==> config.mk <==
export PLATFORM = sky130hd
export DESIGN_NAME = byte_ring_fifo_with_stats_core
export DESIGN_NICKNAME = d
export VERILOG_FILES = /design/src/rtl/brf_pkg.sv /design/src/rtl/byte_ring_fifo_with_stats_core.sv /design/src/rtl/brf_cell.sv /design/src/rtl/brf_stats.sv
export SDC_FILE = /design/constraint.sdc
export NUM_CORES = 2
export LEC_CHECK = 0
export BUFFER_PORTS_ARGS = -buffer_cell sky130_fd_sc_hd__buf_2
export CAP_MARGIN = 20
export CORE_MARGIN = 2
export CORE_UTILIZATION = 45
export DETAILED_ROUTE_END_ITERATION = 6
export PLACE_DENSITY = 0.6
export SLEW_MARGIN = 15
export SYNTH_ARGS = -nofsm -noshare
export SYNTH_HDL_FRONTEND = slang
export SYNTH_SLANG_ARGS = --single-unit
==> constraint.sdc <==
create_clock -name clk_i -period 5.1 [get_ports clk_i]
set_clock_uncertainty 0.15 [all_clocks]
set_input_delay 1.02 -clock clk_i [delete_from_list [all_inputs] [get_ports clk_i]]
set_output_delay 1.02 -clock clk_i [all_outputs]
set_load 0.03 [all_outputs]
==> src/rtl/brf_pkg.sv <==
package brf_pkg;

  localparam int unsigned BYTE_W = 8;
  localparam int unsigned FILL_W = 9;
  localparam int unsigned CNT_W  = 32;

  typedef enum logic [1:0] {
    CMD_PUT   = 2'd0,
    CMD_GET   = 2'd1,
    CMD_CLR   = 2'd2,
    CMD_FLUSH = 2'd3
  } brf_cmd_e;

  typedef struct packed {
    logic [1:0]        command;
    logic [BYTE_W-1:0] data_in;
  } brf_in_t;

  typedef struct packed {
    logic              accepted;
    logic [BYTE_W-1:0] data_out;
    logic [FILL_W-1:0] fill_level;
    logic [FILL_W-1:0] peak_fill;
    logic [CNT_W-1:0]  puts_done;
    logic [CNT_W-1:0]  gets_done;
    logic [CNT_W-1:0]  drops_done;
  } brf_out_t;

  typedef struct packed {
    logic shift;
    logic load;
  } brf_cell_ctl_t;

  typedef struct packed {
    logic put_ok;
    logic get_ok;
    logic drop;
    logic clr;
  } brf_evt_t;

endpackage

==> src/rtl/byte_ring_fifo_with_stats_core.sv <==
// the result of an item is registered and valid in the cycle after the item is accepted
// throughput: one item per cycle while out_ready_i stays high; a new item is taken while the result is taken
// the queue is a row of byte cells: put loads the cell at the fill position,
// get shifts every cell one place toward the head
// reset (async, active low) empties the queue and zeroes peak and counters
module byte_ring_fifo_with_stats_core #(
  parameter int unsigned DEPTH = 256
) (
  input  logic              clk_i,
  input  logic              rst_ni,
  input  logic              in_valid_i,
  output logic              in_ready_o,
  input  brf_pkg::brf_in_t  in_data_i,
  output logic              out_valid_o,
  input  logic              out_ready_i,
  output brf_pkg::brf_out_t out_data_o
);
  import brf_pkg::*;

  localparam int unsigned LVL_W = $clog2(DEPTH) + 1;

  logic              fire;
  logic              full;
  logic              empty;
  brf_evt_t          evt;
  logic              flush;
  logic [LVL_W-1:0]  fill_q, fill_d;
  logic              out_valid_q, out_valid_d;
  logic              acc_q;
  logic [BYTE_W-1:0] dout_q;
  logic [BYTE_W-1:0] cell_q [DEPTH];

  assign in_ready_o = !out_valid_q || out_ready_i;
  assign fire       = in_valid_i && in_ready_o;
  assign full       = (fill_q == LVL_W'(DEPTH));
  assign empty      = (fill_q == '0);

  always_comb begin
    evt   = '0;
    flush = 1'b0;
    case (in_data_i.command)
      CMD_PUT: begin
        evt.put_ok = !full;
        evt.drop   = full;
      end
      CMD_GET: begin
        evt.get_ok = !empty;
      end
      CMD_CLR: begin
        evt.clr = 1'b1;
      end
      CMD_FLUSH: begin
        evt.clr = 1'b1;
        flush   = 1'b1;
      end
      default: begin
        evt = '0;
      end
    endcase
  end

  always_comb begin
    fill_d = fill_q;
    if (fire) begin
      if (flush) begin
        fill_d = '0;
      end else if (evt.put_ok) begin
        fill_d = fill_q + LVL_W'(1);
      end else if (evt.get_ok) begin
        fill_d = fill_q - LVL_W'(1);
      end
    end
  end

  always_comb begin
    out_valid_d = out_valid_q;
    if (fire) begin
      out_valid_d = 1'b1;
    end else if (out_ready_i) begin
      out_valid_d = 1'b0;
    end
  end

  always_ff @(posedge clk_i or negedge rst_ni) begin
    if (!rst_ni) begin
      fill_q      <= '0;
      out_valid_q <= 1'b0;
    end else begin
      fill_q      <= fill_d;
      out_valid_q <= out_valid_d;
    end
  end

  always_ff @(posedge clk_i) begin
    if (fire) begin
      acc_q  <= evt.put_ok || evt.get_ok || evt.clr;
      dout_q <= evt.get_ok ? cell_q[0] : '0;
    end
  end

  for (genvar i = 0; i < DEPTH; i++) begin : g_cell
    brf_cell_ctl_t     ctl;
    logic [BYTE_W-1:0] nbr;

    assign ctl.shift = fire && evt.get_ok;
    assign ctl.load  = fire && evt.put_ok && (fill_q == LVL_W'(i));

    if (i == DEPTH - 1) begin : g_last
      assign nbr = '0;
    end else begin : g_mid
      assign nbr = cell_q[i+1];
    end

    brf_cell u_cell (
      .clk_i (clk_i),
      .ctl_i (ctl),
      .din_i (in_data_i.data_in),
      .nbr_i (nbr),
      .q_o   (cell_q[i])
    );
  end

  brf_stats #(
    .LVL_W (LVL_W)
  ) u_stats (
    .clk_i    (clk_i),
    .rst_ni   (rst_ni),
    .fire_i   (fire),
    .evt_i    (evt),
    .fill_d_i (fill_d),
    .peak_o   (out_data_o.peak_fill),
    .puts_o   (out_data_o.puts_done),
    .gets_o   (out_data_o.gets_done),
    .drops_o  (out_data_o.drops_done)
  );

  assign out_valid_o           = out_valid_q;
  assign out_data_o.accepted   = acc_q;
  assign out_data_o.data_out   = dout_q;
  assign out_data_o.fill_level = FILL_W'(fill_q);

endmodule

==> src/rtl/brf_cell.sv <==
module brf_cell (
  input  logic                  clk_i,
  input  brf_pkg::brf_cell_ctl_t ctl_i,
  input  logic [7:0]            din_i,
  input  logic [7:0]            nbr_i,
  output logic [7:0]            q_o
);
  import brf_pkg::*;

  logic [BYTE_W-1:0] data_q;
  logic [BYTE_W-1:0] data_d;

  always_comb begin
    data_d = data_q;
    if (ctl_i.load) begin
      data_d = din_i;
    end else if (ctl_i.shift) begin
      data_d = nbr_i;
    end
  end

  always_ff @(posedge clk_i) begin
    data_q <= data_d;
  end

  assign q_o = data_q;

endmodule

==> src/rtl/brf_stats.sv <==
module brf_stats #(
  parameter int unsigned LVL_W = 9
) (
  input  logic              clk_i,
  input  logic              rst_ni,
  input  logic              fire_i,
  input  brf_pkg::brf_evt_t evt_i,
  input  logic [LVL_W-1:0]  fill_d_i,
  output logic [8:0]        peak_o,
  output logic [31:0]       puts_o,
  output logic [31:0]       gets_o,
  output logic [31:0]       drops_o
);
  import brf_pkg::*;

  logic [LVL_W-1:0] peak_q, peak_d;
  logic [CNT_W-1:0] puts_q, puts_d;
  logic [CNT_W-1:0] gets_q, gets_d;
  logic [CNT_W-1:0] drops_q, drops_d;

  always_comb begin
    peak_d  = peak_q;
    puts_d  = puts_q;
    gets_d  = gets_q;
    drops_d = drops_q;
    if (fire_i) begin
      if (evt_i.clr) begin
        peak_d  = '0;
        puts_d  = '0;
        gets_d  = '0;
        drops_d = '0;
      end else begin
        if (evt_i.put_ok) begin
          puts_d = puts_q + CNT_W'(1);
          if (fill_d_i > peak_q) begin
            peak_d = fill_d_i;
          end
        end
        if (evt_i.get_ok) begin
          gets_d = gets_q + CNT_W'(1);
        end
        if (evt_i.drop) begin
          drops_d = drops_q + CNT_W'(1);
        end
      end
    end
  end

  always_ff @(posedge clk_i or negedge rst_ni) begin
    if (!rst_ni) begin
      peak_q  <= '0;
      puts_q  <= '0;
      gets_q  <= '0;
      drops_q <= '0;
    end else begin
      peak_q  <= peak_d;
      puts_q  <= puts_d;
      gets_q  <= gets_d;
      drops_q <= drops_d;
    end
  end

  assign peak_o  = FILL_W'(peak_q);
  assign puts_o  = puts_q;
  assign gets_o  = gets_q;
  assign drops_o = drops_q;

endmodule

Word-level counts from Yosys, hierarchy flattened
Index checks and enable logic that the tools add are counted.
{"block": "word_totals", "regBits": 2172, "in_bits": 14, "output_inout_bits": 125}
{"block": "classes", "add_sub_neg": 5, "n_lt_le_gt_ge": 1, "n_eq_ne": 259, "muxes": 532, "reduce_logical": 533}
{"op": "8-bit two-way mux", "count": 512}
{"op": "9-bit by 8-bit equality test with 1-bit output, second input constant", "count": 128}
{"op": "9-bit by 7-bit equality test with 1-bit output, second input constant", "count": 64}
{"op": "2-bit nonzero test", "count": 261}
{"op": "9-bit by 6-bit equality test with 1-bit output, second input constant", "count": 32}
{"op": "1-bit logical AND", "count": 259}
{"op": "32-bit two-way mux", "count": 6}
{"op": "9-bit by 5-bit equality test with 1-bit output, second input constant", "count": 16}
{"op": "32-bit by 1-bit adder with 32-bit output, second input constant", "count": 3}
{"op": "9-bit by 4-bit equality test with 1-bit output, second input constant", "count": 8}
{"op": "9-bit two-way mux", "count": 7}
{"op": "9-bit by 3-bit equality test with 1-bit output, second input constant", "count": 4}
{"op": "9-bit by 2-bit equality test with 1-bit output, second input constant", "count": 2}
{"op": "9-bit by 1-bit adder with 9-bit output, second input constant", "count": 1}
{"op": "9-bit by 1-bit equality test with 1-bit output, second input constant", "count": 1}
{"op": "9-bit equality test, second input constant", "count": 1}
{"op": "9-bit > comparator", "count": 1}
{"op": "9-bit logical NOT", "count": 1}
{"op": "9-bit by 1-bit subtractor with 9-bit output, second input constant", "count": 1}
{"op": "1-bit two-way mux", "count": 7}
{"op": "2-bit AND reduction", "count": 3}
{"op": "2-bit equality test, second input constant", "count": 2}
{"op": "1-bit logical NOT", "count": 3}
{"op": "1-bit logical OR", "count": 3}
{"op": "4 further kinds", "count": 4}

Depth between registers and ports, before layout
{"block": "logic_depth", "ltp_word": 11, "ltp_mapped": 17, "ltp_nobuf": 15}

Modules after synthesis
A second synthesis with hierarchy kept.
{"block": "unflattened", "cells_unflattened": 5673, "area_unflattened_um2": 104945.7}
{"module": "brf_cell", "n_inst": 256, "cells_each": 18, "area_per_inst_um2": 377.9, "seq_area_each_um2": 240.2}
{"module": "brf_stats", "n_inst": 1, "cells_each": 589, "area_per_inst_um2": 5559.1, "seq_area_each_um2": 2627.5}
{"module": "byte_ring_fifo_with_stats_core", "n_inst": 1, "cells_each": 476, "area_per_inst_um2": 2653.8, "seq_area_each_um2": 520.5}

Worst setup path after synthesis
OpenSTA, ideal clock, no wires.
{"block": "synth_timing", "kind": "input to register", "startpoint": "in out_ready_i", "endpoint": "reg u_stats.peak_q[5] (netlist: u_stats.peak_o[5])", "setup_ps": 122, "arrival_ps": 3795, "t_required_ps": 4828, "path_slack_ps": 1033, "path_stages": 15, "n_path_buf": 2, "path_cell_list": "nand2b_1 -> buf_2 -> nand3_1 -> nor2_1 -> buf_4 -> a32oi_1 -> xnor2_1 -> and2_1 -> ha_1 -> a21o_1 -> a21oi_1 -> o21ai_0 -> o21ai_1 -> nor2_1 -> a32o_1"}
{"block": "synth_via", "elab_chain_len": 6, "word_cells_on_any_way": 9, "classes_between": "order compare: 1; mux: 4; reduce/logical: 4"}
{"element": "start: declaration", "line": "byte_ring_fifo_with_stats_core.sv:15", "rtl": "input logic out_ready_i,"}
{"element": "1-bit logical OR (*)", "line": "byte_ring_fifo_with_stats_core.sv:33", "rtl": "assign in_ready_o = !out_valid_q || out_ready_i;"}
{"element": "net in_ready_o", "line": "byte_ring_fifo_with_stats_core.sv:12", "rtl": "output logic in_ready_o,"}
{"element": "1-bit logical AND (*)", "line": "byte_ring_fifo_with_stats_core.sv:34", "rtl": "assign fire = in_valid_i && in_ready_o;"}
{"element": "9-bit two-way mux (*)", "line": "byte_ring_fifo_with_stats_core.sv:64", "rtl": "if (fire) begin"}
{"element": "net fill_d[5]", "line": "byte_ring_fifo_with_stats_core.sv:27", "rtl": "logic [LVL_W-1:0] fill_q, fill_d;"}
{"element": "9-bit > comparator or 9-bit two-way mux (tied branches)", "line": "brf_stats.sv:35", "rtl": "if (fill_d_i > peak_q) begin"}
{"element": "2-bit nonzero test (no line) or 9-bit two-way mux (tied branches)"}
{"element": "3-bit AND reduction (no line) or 9-bit two-way mux (tied branches)"}
{"element": "end signal: assignment", "line": "brf_stats.sv:56", "rtl": "peak_q <= peak_d;"}
{"element": "end: declaration", "line": "brf_stats.sv:16", "rtl": "logic [LVL_W-1:0] peak_q, peak_d;"}
Mark *: on every way through the listed nets, which the timed path passes. The rest lies on a longest branch. The select of a mux whose other input is x is not followed.
A chain may end at the register's enable or synchronous reset.

Worst setup path in the final report
{"block": "layout_timing", "startpoint": "reg fill_q[5]", "endpoint": "reg u_stats.peak_q[5] (netlist: u_stats.peak_o[5])"}
{"block": "layout_via", "elab_chain_len": 10, "word_cells_on_any_way": 19, "classes_between": "add/sub: 2; order compare: 1; eq/ne: 1; mux: 9; reduce/logical: 6"}
{"element": "start: declaration", "line": "byte_ring_fifo_with_stats_core.sv:27"}
{"element": "start signal: assignment", "line": "byte_ring_fifo_with_stats_core.sv:89", "rtl": "fill_q <= fill_d;"}
{"element": "parallel branches: the longest is 6 deep, another holds 9-bit by 1-bit subtractor with 9-bit output"}
{"element": "9-bit two-way mux (*)", "line": "byte_ring_fifo_with_stats_core.sv:64"}
{"element": "net fill_d[5]", "line": "byte_ring_fifo_with_stats_core.sv:27"}
{"element": "9-bit > comparator or 9-bit two-way mux (tied branches)", "line": "brf_stats.sv:35"}
{"element": "2-bit nonzero test (no line) or 9-bit two-way mux (tied branches)"}
{"element": "3-bit AND reduction (no line) or 9-bit two-way mux (tied branches)"}
Mark *: on every way through the listed nets, which the timed path passes. The select of a mux whose other input is x is not followed.

==> results.sh <==
export IMPL_clkTransAtPathRegs_ns=0.06
export IMPL_cp_start_kind="register"
export IMPL_slew_violations=0
export IMPL_antenna_left=0
export IMPL_grt_total_usage=0.196
export IMPL_postSynth_asyncResetShare=0.0529
export IMPL_die_area_mm2=0.217
export IMPL_yosys_warnings=0
export IMPL_drv_cap=0
export IMPL_remaining_drc_errors=0
export IMPL_ys_ff_latch=2172
export IMPL_relSlewSlack=0.184
export IMPL_synth_avg_cell_area_um2=16.8
export IMPL_totalWireLength_um=215000
export IMPL_synth_edff_count=2057
export IMPL_hpwl_um=122000
export IMPL_fmax_mhz=226
export IMPL_start_util=0.453
export IMPL_synth_nets=5762
export IMPL_place_inst=8438
export IMPL_multiInputGateArea_mm2=0.0299
export IMPL_layout_cells_most_common="edfxtp_1"
export IMPL_synthToLayoutAreaGrowth_pct=12.1
export IMPL_fp_dieW_um=466
export IMPL_cp_required_ns=5.70
export IMPL_status="completed"
export IMPL_io_buffers=138
export IMPL_vias=49800
export IMPL_cp_arrival_ns=5.03
export IMPL_timing_rr_start="fill_q[5]$_DFF_PN0_"
export IMPL_final_cell_mix="edfxtp_1 (2057), mux2_2 (2034), clkbuf_16 (229)"
export IMPL_synth_area_leader_cell="edfxtp_1"
export IMPL_cts_buffer_depth=3
export IMPL_hold_buffers=0
export IMPL_grt_max_degree=133
export IMPL_worstPathMaxFanout=10
export IMPL_crit_path_end_kind="register"
export IMPL_clkLatencyLatePin_ns=0.86
export IMPL_antenna_found_initial=8
export IMPL_io_pins=139
export IMPL_crit_end="u_stats.peak_o[5]$_DFFE_PN0P_"
export IMPL_finalHoldViolCount=0
export IMPL_rsz0062_at_grt="no"
export IMPL_place_ws_ns=0.295
export IMPL_globalplace_congestion=0.809
export IMPL_routedWlPerCell_um=24.1
export IMPL_fillers=17400
export IMPL_critPathLaunch="fill_q[5]$_DFF_PN0_"
export IMPL_postCtsSetupBuffers=0
export IMPL_path_class="register to register"
export IMPL_synth_ff_type="edfxtp_1"
export IMPL_layout_min_cycle_time_ns=4.43
export IMPL_grt_pass1_wl_um=327000
export IMPL_fp_coreArea_mm2=0.212
export IMPL_ir_worst_vdd_mv=0.373
export IMPL_yosys_cell_types_count=65
export IMPL_finalNonFillerCells=8949
export IMPL_tightest_slew_ns=1.22
export IMPL_drive_gt1_frac=0.487
export IMPL_drtIter0Drc=4282
export IMPL_ctsResizeCount=0
export IMPL_power_density_mw_per_mm2=384
export IMPL_cts_buffers=225
export IMPL_reg2regPathDepth=14
export IMPL_hold_path_class="input pin to asynchronous set/reset pin"
export IMPL_r2r_end="u_stats.peak_o[5]$_DFFE_PN0P_"
export IMPL_ys_seq_area_frac=0.673
export IMPL_hold_slack_ns=0.0775
export IMPL_rows=169
export IMPL_finalNetCount=5973
export IMPL_setup_tns_ns=0
export IMPL_cts_root_buf="clkbuf_16"
export IMPL_layout_setup_ws_ns=0.669
export IMPL_grt_overflow=0
export IMPL_cts_sinks=2172
export IMPL_setup_violations=0
export IMPL_via_per_inst=5.56
export IMPL_firstDrtPassIters=5
export IMPL_die_y_um=466
export IMPL_grt_pass1_vias=51600
export IMPL_yosysTopAreaCellShare=0.643
export IMPL_seq_area_mm2=0.0646
export IMPL_r2r_slack_ns=0.67
export IMPL_cts_max_level=4
export IMPL_fin_crit_sh=0.869
export IMPL_power_leakage_nw=34.7
export IMPL_syn_instance_count=5730
export IMPL_cts_tree="done"
export IMPL_synth_cell_area_mm2=0.0961
export IMPL_synthTopCellsByArea="edfxtp_1 (64%), mux2_2 (24%), dfrtp_1 (3.0%)"
## cell families after synthesis
logic type / Yosys count / share of synthesized area
buf+inv: 410 / 0.0175
fa+ha+maj: 18 / 0.00234
compound gates: 341 / 0.0193
mux: 2041 / 0.239
xor+xnor: 78 / 0.00711
flops: 2172 / 0.673
simple gates: 670 / 0.0420
## cell usage after synthesis, types with 3 or more instances
master / n
a21o_1: 4
nand4_1: 22
o32ai_1: 5
buf_1: 11
inv_1: 23
or3_1: 21
nor2_4: 63
nor3b_1: 5
nor3_2: 3
edfxtp_1: 2057
nand2_2: 5
o2111ai_1: 3
buf_2: 62
nand3_1: 50
xor2_1: 33
a22o_1: 3
mux2_2: 2034
and2_1: 19
or2_2: 10
xnor2_1: 45
nor4b_1: 4
nand2b_1: 9
nor2_2: 166
ha_1: 18
nand3_2: 7
mux2_1: 6
nor3_1: 26
buf_4: 13
a21oi_1: 30
nor2_1: 117
o211ai_1: 4
nand2_1: 80
and3_1: 23
dfrtp_1: 115
nor2b_1: 7
clkbuf_1: 299
and4_1: 10
nor4_1: 15
o21ai_0: 271
## area by class of cell
type                            instances  area share
Sequential cell                      2172       0.600
Inverter                               23    0.000801
Multi-Input combinational cell       3148       0.277
Clock buffer                          302      0.0565
Timing Repair Buffer                  371      0.0227
Clock inverter                        109     0.00999
Antenna cell                            3   0.0000697
Tap cell                             2821      0.0328
## critical path, cell delays in order, from the launching register on
cell	delay, ns
dfrtp_1	0.65
or4_1	0.87
nor2_1	0.25
nor3_1	0.07
buf_4	0.18
a32oi_1	0.20
xnor2_1	0.11
and2_1	0.21
ha_1	0.30
a21o_1	0.18
a21oi_1	0.14
o21ai_0	0.09
o21ai_1	0.45
nor2_1	0.17
a32o_1	0.30
## metal layers
metal  wire length, um  share of wire  global-route usage  vias to the layer above
met3             11400          0.053              0.0355                      332
met4              5930          0.028              0.0614                        2
met1             96900           0.45               0.274                    25800
li1                  -              -                   -                    22400
met5                13       0.000060                   0                        -
met2            101000           0.47               0.311                     1246
## registers in the layout, indices dropped and copies added, names as in the netlist
name / cells
acc_q: 1
dout_q: 8
fill_q: 9
g_cell.u_cell.q_o: 2048
out_valid_o: 1
u_stats.drops_o: 32
u_stats.gets_o: 32
u_stats.peak_o: 9
u_stats.puts_o: 32
## metrics by stage
step	utilization	power [W]	area, um^2
floorplan	-	0.0236	96100
CTS	0.505	0.0417	107000
global route	0.508	0.0428	108000
global placement	0.471	0.0255	100000
detailed placement	0.472	0.0255	100000
finish	0.508	0.0414	108000
## how the worst min path moves through the flow
stage,startpoint,to,depth (start not counted)
final,rst_ni,u_stats.drops_o[15]$_DFFE_PN0P_,1
after global routing,rst_ni,u_stats.drops_o[15]$_DFFE_PN0P_,1
after CTS,rst_ni,u_stats.drops_o[15]$_DFFE_PN0P_,1
after detailed placement,g_cell[0].u_cell.q_o[5]$_DFFE_PP_,dout_q[5]$_SDFFCE_PP0P_,1
after global placement,g_cell[245].u_cell.q_o[6]$_DFFE_PP_,g_cell[244].u_cell.q_o[6]$_DFFE_PP_,1
after floorplan,g_cell[0].u_cell.q_o[0]$_DFFE_PP_,dout_q[0]$_SDFFCE_PP0P_,1
## report_power, final
| group | internal, W | leakage (nW) | switching, W |
|---|---|---|---|
| registers | 0.0206 | 20.3 | 0.000372 |
| clock network | 0.00932 | 3.48 | 0.00682 |
| logic | 0.00116 | 10.9 | 0.00308 |
(Power assumes the default switching activity.)
